===== config.mk =====
export PLATFORM = sky130hd
export DESIGN_NAME = dsfp_div
export DESIGN_NICKNAME = d
export VERILOG_FILES = /design/src/hw/rtl/dsfp_pkg.sv /design/src/hw/rtl/dsfp_div.sv
export SDC_FILE = /design/constraint.sdc
export NUM_CORES = 2
export LEC_CHECK = 0
export BUFFER_PORTS_ARGS = -buffer_cell sky130_fd_sc_hd__buf_2
export CAP_MARGIN = 25
export CORE_ASPECT_RATIO = 2
export CORE_MARGIN = 5
export CORE_UTILIZATION = 58
export DETAILED_ROUTE_END_ITERATION = 7
export GPL_ROUTABILITY_DRIVEN = 1
export PLACE_DENSITY = 0.73
export SETUP_SLACK_MARGIN = 0.2
export SYNTH_ARGS = -nofsm -noshare
export SYNTH_HDL_FRONTEND = slang
export SYNTH_SLANG_ARGS = --single-unit

===== constraint.sdc =====
create_clock -name clk -period 4.1 [get_ports clk]
set_input_delay 0.82 -clock clk [delete_from_list [all_inputs] [get_ports clk]]
set_output_delay 0.82 -clock clk [all_outputs]
set_load 0.02 [all_outputs]

===== src/hw/rtl/dsfp_pkg.sv =====
// ----------------------------------------------------------------------------
// Damped spring force package
// Shared types and constants for the damped spring force pipeline.
// ----------------------------------------------------------------------------
package dsfp_pkg;

  localparam int unsigned SQRT_STEPS = 33;
  localparam int unsigned DIV_STEPS  = 17;

  typedef enum logic [1:0] {
    REG_STIFFNESS   = 2'd0,
    REG_DAMPING     = 2'd1,
    REG_REST_LENGTH = 2'd2
  } reg_index_t;

  typedef struct packed {
    logic signed [31:0] first_pos_x;
    logic signed [31:0] first_pos_y;
    logic signed [31:0] second_pos_x;
    logic signed [31:0] second_pos_y;
    logic signed [31:0] first_vel_x;
    logic signed [31:0] first_vel_y;
    logic signed [31:0] second_vel_x;
    logic signed [31:0] second_vel_y;
  } in_t;

  typedef struct packed {
    logic signed [31:0] force_x;
    logic signed [31:0] force_y;
    logic               coincident;
    logic               saturated;
  } out_t;

  typedef struct packed {
    logic               sx;
    logic               sy;
    logic signed [32:0] dvx;
    logic signed [32:0] dvy;
    logic               coin;
  } vel_side_t;

  typedef struct packed {
    logic [31:0] ax;
    logic [31:0] ay;
    vel_side_t   vel;
  } root_side_t;

endpackage


===== src/hw/rtl/dsfp_div.sv =====
// ----------------------------------------------------------------------------
// Pipelined unit direction divider
// Computes |dx| * 2^16 / d and |dy| * 2^16 / d, one quotient bit per stage.
// ----------------------------------------------------------------------------
module dsfp_div (
  input  logic                 clk,
  input  logic                 rst,
  input  logic                 en,
  input  logic                 in_valid,
  input  logic [32:0]          dist_in,
  input  dsfp_pkg::root_side_t side_in,
  output logic                 out_valid,
  output logic [16:0]          qx,
  output logic [16:0]          qy,
  output logic [32:0]          dist_out,
  output dsfp_pkg::vel_side_t  side_out
);
  import dsfp_pkg::*;

  logic        vld  [DIV_STEPS];
  logic [32:0] rx   [DIV_STEPS];
  logic [32:0] ry   [DIV_STEPS];
  logic [16:0] accx [DIV_STEPS];
  logic [16:0] accy [DIV_STEPS];
  logic [32:0] dv   [DIV_STEPS];
  vel_side_t   side [DIV_STEPS];

  for (genvar j = 0; j < DIV_STEPS; j++) begin : g_step
    logic        v_src;
    logic [32:0] rx_src;
    logic [32:0] ry_src;
    logic [16:0] qx_src;
    logic [16:0] qy_src;
    logic [32:0] d_src;
    vel_side_t   s_src;
    logic        fx;
    logic        fy;
    logic [33:0] shx;
    logic [33:0] shy;
    logic        fitx;
    logic        fity;

    if (j == 0) begin : g_head
      assign v_src  = in_valid;
      assign rx_src = {2'b00, side_in.ax[31:1]};
      assign ry_src = {2'b00, side_in.ay[31:1]};
      assign qx_src = '0;
      assign qy_src = '0;
      assign d_src  = dist_in;
      assign s_src  = side_in.vel;
      assign fx     = side_in.ax[0];
      assign fy     = side_in.ay[0];
    end else begin : g_tail
      assign v_src  = vld[j-1];
      assign rx_src = rx[j-1];
      assign ry_src = ry[j-1];
      assign qx_src = accx[j-1];
      assign qy_src = accy[j-1];
      assign d_src  = dv[j-1];
      assign s_src  = side[j-1];
      assign fx     = 1'b0;
      assign fy     = 1'b0;
    end

    assign shx  = {rx_src, fx};
    assign shy  = {ry_src, fy};
    assign fitx = shx >= {1'b0, d_src};
    assign fity = shy >= {1'b0, d_src};

    always_ff @(posedge clk) begin
      if (rst) begin
        vld[j] <= 1'b0;
      end else if (en) begin
        vld[j] <= v_src;
      end
    end

    always_ff @(posedge clk) begin
      if (en) begin
        rx[j]   <= fitx ? 33'(shx - {1'b0, d_src}) : shx[32:0];
        ry[j]   <= fity ? 33'(shy - {1'b0, d_src}) : shy[32:0];
        accx[j] <= {qx_src[15:0], fitx};
        accy[j] <= {qy_src[15:0], fity};
        dv[j]   <= d_src;
        side[j] <= s_src;
      end
    end
  end

  assign out_valid = vld[DIV_STEPS-1];
  assign qx        = accx[DIV_STEPS-1];
  assign qy        = accy[DIV_STEPS-1];
  assign dist_out  = dv[DIV_STEPS-1];
  assign side_out  = side[DIV_STEPS-1];

endmodule


==> flow_summary.ini, run 1 <==
[timing]
worst-ep-kind = register input
grt_worst_setup_endpoint = ry[0][452]$_DFFE_PP_/D

[synthesis]
syn_avg_cell_area_sq_um = 12.37
synth-seq-area-share_pct = 57.38
synthArstFlopShare_pct = 0
synth_cell_types = 107
synth_seq_cells = 3113
synthCells = 13170
synth-main-ff-cell = edfxtp_1
synth_area_sq_um = 162900
yosysWarnings = 0
syn-num-nets = 14490
synth_edf_count = 3113

[clock_network]
root_buffer = clkbuf_16
htreeDepth = 5
cts.sinks = 3113
clk_path_buf_depth = 4
cts_buffers = 281

[floorplan]
die_x_microns = 384.8
rows = 275
io_pins = 307
die_h_microns = 759.5
initial_core_util_pct = 58.16

[placement]
io_buffers = 306
gp_congestion = 1.074
dp_hpwl_microns = 476600

[global_routing]
gr-total-overflow = 20
grt_max_degree = 165
track_usage_pct = 56.42

[run_status]
outcome = aborted with a tool error
tool.error = [ERROR GRT-0232] Routing congestion too high. Check the congestion heatmap in the GUI.
failed_stage = 5_1_grt
[Yosys cell counts (22+ instances only)]
library cell / number / area (sq um)
or3_1: 62 / 387.9
a311oi_1: 25 / 219.0
and2_1: 77 / 481.7
xor2_1: 325 / 2846
o21ai_0: 617 / 3088
edfxtp_1: 3113 / 93480
o21a_1: 171 / 1284
nor3_1: 147 / 735.7
a31oi_1: 87 / 544.3
a21o_1: 598 / 4489
and4_1: 22 / 192.7
nand2b_1: 144 / 900.9
and3_1: 111 / 694.4
a211o_1: 35 / 306.5
a21oi_1: 1138 / 5695
nor2_1: 824 / 3093
a211oi_1: 96 / 720.7
o31a_1: 41 / 359.1
nor2b_1: 182 / 1139
nor4_1: 36 / 225.2
nand2_1: 678 / 2545
o21bai_1: 141 / 1059
buf_2: 57 / 285.3
fa_1: 32 / 640.6
xnor2_1: 523 / 4581
clkbuf_1: 191 / 716.9
mux2i_1: 48 / 480.5
nand3_1: 225 / 1126
nand4_1: 177 / 1107
o31ai_1: 98 / 735.7
a2111oi_0: 22 / 192.7
o211ai_1: 51 / 382.9
mux2_2: 534 / 6013
a21boi_0: 33 / 247.7
inv_1: 877 / 3292
or2_2: 38 / 237.7
a31o_2: 27 / 236.5
mux2_4: 27 / 405.4
ha_1: 1118 / 13990
[cell families after synthesis]
family | share of synthesized area (%)
compound gates | 13.66
flops | 57.38
simple gates | 8.346
buf+inv | 2.802
fa+ha+maj | 8.980
xor+xnor | 4.559
mux | 4.270
[repair_timing]
| item | in CTS |
|---|---|
| setup buffers | 96 |
| pin swaps | 116 |
| hold endpoints to repair | 8 |
| endpoints found under the setup margin | 893 |
| hold buffers | 8 |
| cloned | 21 |
| resized for setup | 491 |
[through the flow]
stage | hold WS [ps] | setup WS [ps] | area [sq um] | std cells
2_1_floorplan | 400.3 | 219.4 | 162900 | 13170
3_3_place_gp | 400.0 | -625.2 | 180900 | 18480
3_5_place_dp | 404.5 | -608.0 | 180900 | 18480
4_1_cts | 0.7108 | -19.66 | 193700 | 19110
[metal layers]
| metal | track usage, % | GRT overflow |
|---|---|---|
| met5 | 13.35 | 0 |
| met1 | 45.17 | 0 |
| met3 | 31.76 | 2 |
| met2 | 85.12 | 10 |
| met4 | 69.10 | 8 |
==> run 2, diff against run 1 <==
--- a/config.mk
+++ b/config.mk
@@ -7,13 +7,11 @@
 export LEC_CHECK = 0
 export BUFFER_PORTS_ARGS = -buffer_cell sky130_fd_sc_hd__buf_2
 export CAP_MARGIN = 25
-export CORE_ASPECT_RATIO = 2
 export CORE_MARGIN = 5
-export CORE_UTILIZATION = 58
+export CORE_UTILIZATION = 40
 export DETAILED_ROUTE_END_ITERATION = 7
 export GPL_ROUTABILITY_DRIVEN = 1
-export PLACE_DENSITY = 0.73
-export SETUP_SLACK_MARGIN = 0.2
+export PLACE_DENSITY_LB_ADDON = 0.15
 export SYNTH_ARGS = -nofsm -noshare
 export SYNTH_HDL_FRONTEND = slang
 export SYNTH_SLANG_ARGS = --single-unit
==> constraint.sdc (replaced) <==
create_clock -name clk -period 5.35 [get_ports clk]
set_input_delay 1.07 -clock clk [delete_from_list [all_inputs] [get_ports clk]]
set_output_delay 1.07 -clock clk [all_outputs]
set_load 0.02 [all_outputs]
==> flow_summary.ini, run 2 <==
[layout]
final_cell_mix = 3113 x edfxtp_1, 1136 x a21oi_1, 1118 x ha_1
final_common_cell = edfxtp_1
reg_top3 = side x1173, dv x561
nets = 15070
largest_register = side
drive_gt1_share_pct = 12.38
areaGrowthSynthToFinish_pct = 12.95
fin_util_pct = 45.31
fillers = 37250
largest_reg_flops = 1173

[pwr]
seqPwrFrac_pct = 35.0
internal-power_uw = 69680
p_clk_share_pct = 22.4
vdd_drop_max_mv = 0.2587
swShare_pct = 36.47
power_leakage_uw = 0.07270
switching_power_uw = 40010
fin_total_pwr_uw = 109700
powerDensity_nw_per_um2 = 596.2
combPwrFrac_pct = 42.6

[min_path]
min_from = side_in[42]
min_to = side[0][42]
hold_path_class = in -> reg
hold_path_depth = 1

[synthesis]
synth-main-ff-cell = edfxtp_1
synth-seq-area-share_pct = 57.38
synth_most_common_cell = edfxtp_1
syn-num-nets = 14490
yosysWarnings = 0
synthCells = 13170
synth_area_sq_um = 162900
synth_area_leader_cell = edfxtp_1
syn_avg_cell_area_sq_um = 12.37
synth_edf_count = 3113
synth_cell_types = 107
synth_area_leaders = edfxtp_1 57%, ha_1 8.6%, mux2_2 3.7%
synth_seq_cells = 3113
synthArstFlopShare_pct = 0
synth_top_area_share_pct = 57.38
ys_top_cells_by_count = 3113 x edfxtp_1, 1138 x a21oi_1, 1118 x ha_1

[critical_path]
arrival_ps = 5200
ff2ff_setup_slack_ps = 800
path_class = reg -> reg
reg2reg_depth = 12
cp_common_cell = nand3_1
cp-end-kind = flip-flop
critPathSlowestCell = o31ai_1
cp-start-kind = flip-flop
worst_r2r_endpoint = rx[0][214]
path_cells = fa_1 -> nor2b_1 -> o31a_1 -> o211ai_1 -> a211oi_1 -> nor3_1 -> o31ai_1 -> nand3_1 -> nand3_1 -> a311o_2 -> buf_4 -> mux2_2
critPathRequiredTime_ps = 6000
path_max_fanout = 34
r2r-start = dv[5][0]
slowest_delay_ps = 570

[global_routing]
track_usage_pct = 19.01
antenna_found_initial = 7
grt_pass1_wl_microns = 619600
gr-total-overflow = 0
grt_max_degree = 152
first_global_vias = 103200

[clock_network]
cts_buffers = 357
cts_hold_buf = 0
ctsResizeCount = 0
cts_tree = done
root_buffer = clkbuf_16
clock_latency_ps = 960
clk_pin_slew_ps = 60
htreeDepth = 5
cts_setup_buffers = 0
cts.sinks = 3113
clk_path_buf_depth = 4

[placement]
dp_hpwl_microns = 315300
io_buffers = 306
gp_congestion = 0.9299

[timing]
skew_ps = 57.80
fin_hold_ws_ps = 290.5
hold_viol_final = 0
finalSetupTns_ps = 0
rsz0062_at_grt = false
slew_violations = 0
fmax_ghz = 0.2200
slew_headroom_pct = 19.99
tightest_slew_ps = 1185
min_period_ps = 4545
fin_crit_sh_pct = 84.95
setup_viol = 0

[route]
wirelength_microns = 409700
drt_first_iter_violations = 7528
vias = 103400
drc = 0
ant_nets = 0
wire_per_inst_microns = 21.03
dr.pass1.iters = 6
via_per_inst = 5.309

[floorplan]
core_area_sq_um = 406100
die_h_microns = 648.2
io_pins = 307
rows = 234
initial_core_util_pct = 40.12
die_area_sq_um = 420100
die_x_microns = 648.2

[run_status]
outcome = finished clean

[run]
cap_violations = 0
==> run 2: per-stage QoR <==
step                      worst slack, ps  cells  instance area, sq um
final                               804.9  19480                184000
after global routing                621.5  19480                184000
after CTS                           740.5  19480                184000
after detailed placement            462.3  18820                172100
after global placement              480.9  18820                172100
after floorplan                      1176  13170                162900
==> run 2: critical path, delay by kind of cell (launching register included) <==
family	cells	cell delay, ps
multiplexers	1	400
AND/OR/NAND/NOR	4	890
AO/OA/AOI/OAI	5	1540
flip-flops	1	520
adder cells (fa/ha/maj)	1	490
buffers and inverters	1	400
==> run 2: worst max path at each step <==
stage / start / to / cells past startpoint
floorplan: dist_in[15] / rx[0][28] / 14
finish: dv[5][0] / rx[0][214] / 12
CTS: dv[5][0] / rx[0][218] / 12
global placement: dist_in[1] / ry[0][4] / 15
global route: dv[2][0] / rx[0][116] / 12
detailed placement: dist_in[1] / ry[0][5] / 15
==> run 2: cells by family after synthesis <==
logic type | after synthesis | synth area share (%)
xor+xnor | 848 | 4.559
buf+inv | 1161 | 2.802
fa+ha+maj | 1150 | 8.980
compound gates | 3469 | 13.66
mux | 614 | 4.270
flops | 3113 | 57.38
simple gates | 2813 | 8.346
==> run 2: metal layers <==
metal / vias to the layer above / global-route usage (%) / part of all wire [%]
met5: - / 0 / 0
li1: 50800 / - / -
met4: 0 / 7.545 / 4.4
met3: 713 / 2.078 / 3.8
met1: 49750 / 24.58 / 43
met2: 2184 / 32.67 / 48
==> run 2: power by group through the flow <==
| stage | clock network, uW | registers [uW] | logic (uW) |
|---|---|---|---|
| 2_1_floorplan | 0 | 36700 | 34600 |
| 5_1_grt | 26500 | 38800 | 51600 |
| 3_5_place_dp | 0 | 39000 | 46300 |
| 6_report | 24600 | 38400 | 46700 |
| 4_1_cts | 25500 | 38500 | 46600 |
| 3_3_place_gp | 0 | 39100 | 46200 |
==> run 2: final cells by class <==
type	instances	area [sq um]	share of cell area, %
diodes	8	20.02	0.01088
clock buffers	424	9270	5.038
clock inverters	230	2582	1.403
inverters	883	3314	1.801
multi-input cells	8894	65020	35.34
flip-flops and latches	3113	93480	50.80
well taps	5428	6792	3.691
repair buffers	504	3526	1.916
No activity file was read; power rests on OpenSTA's default activity.
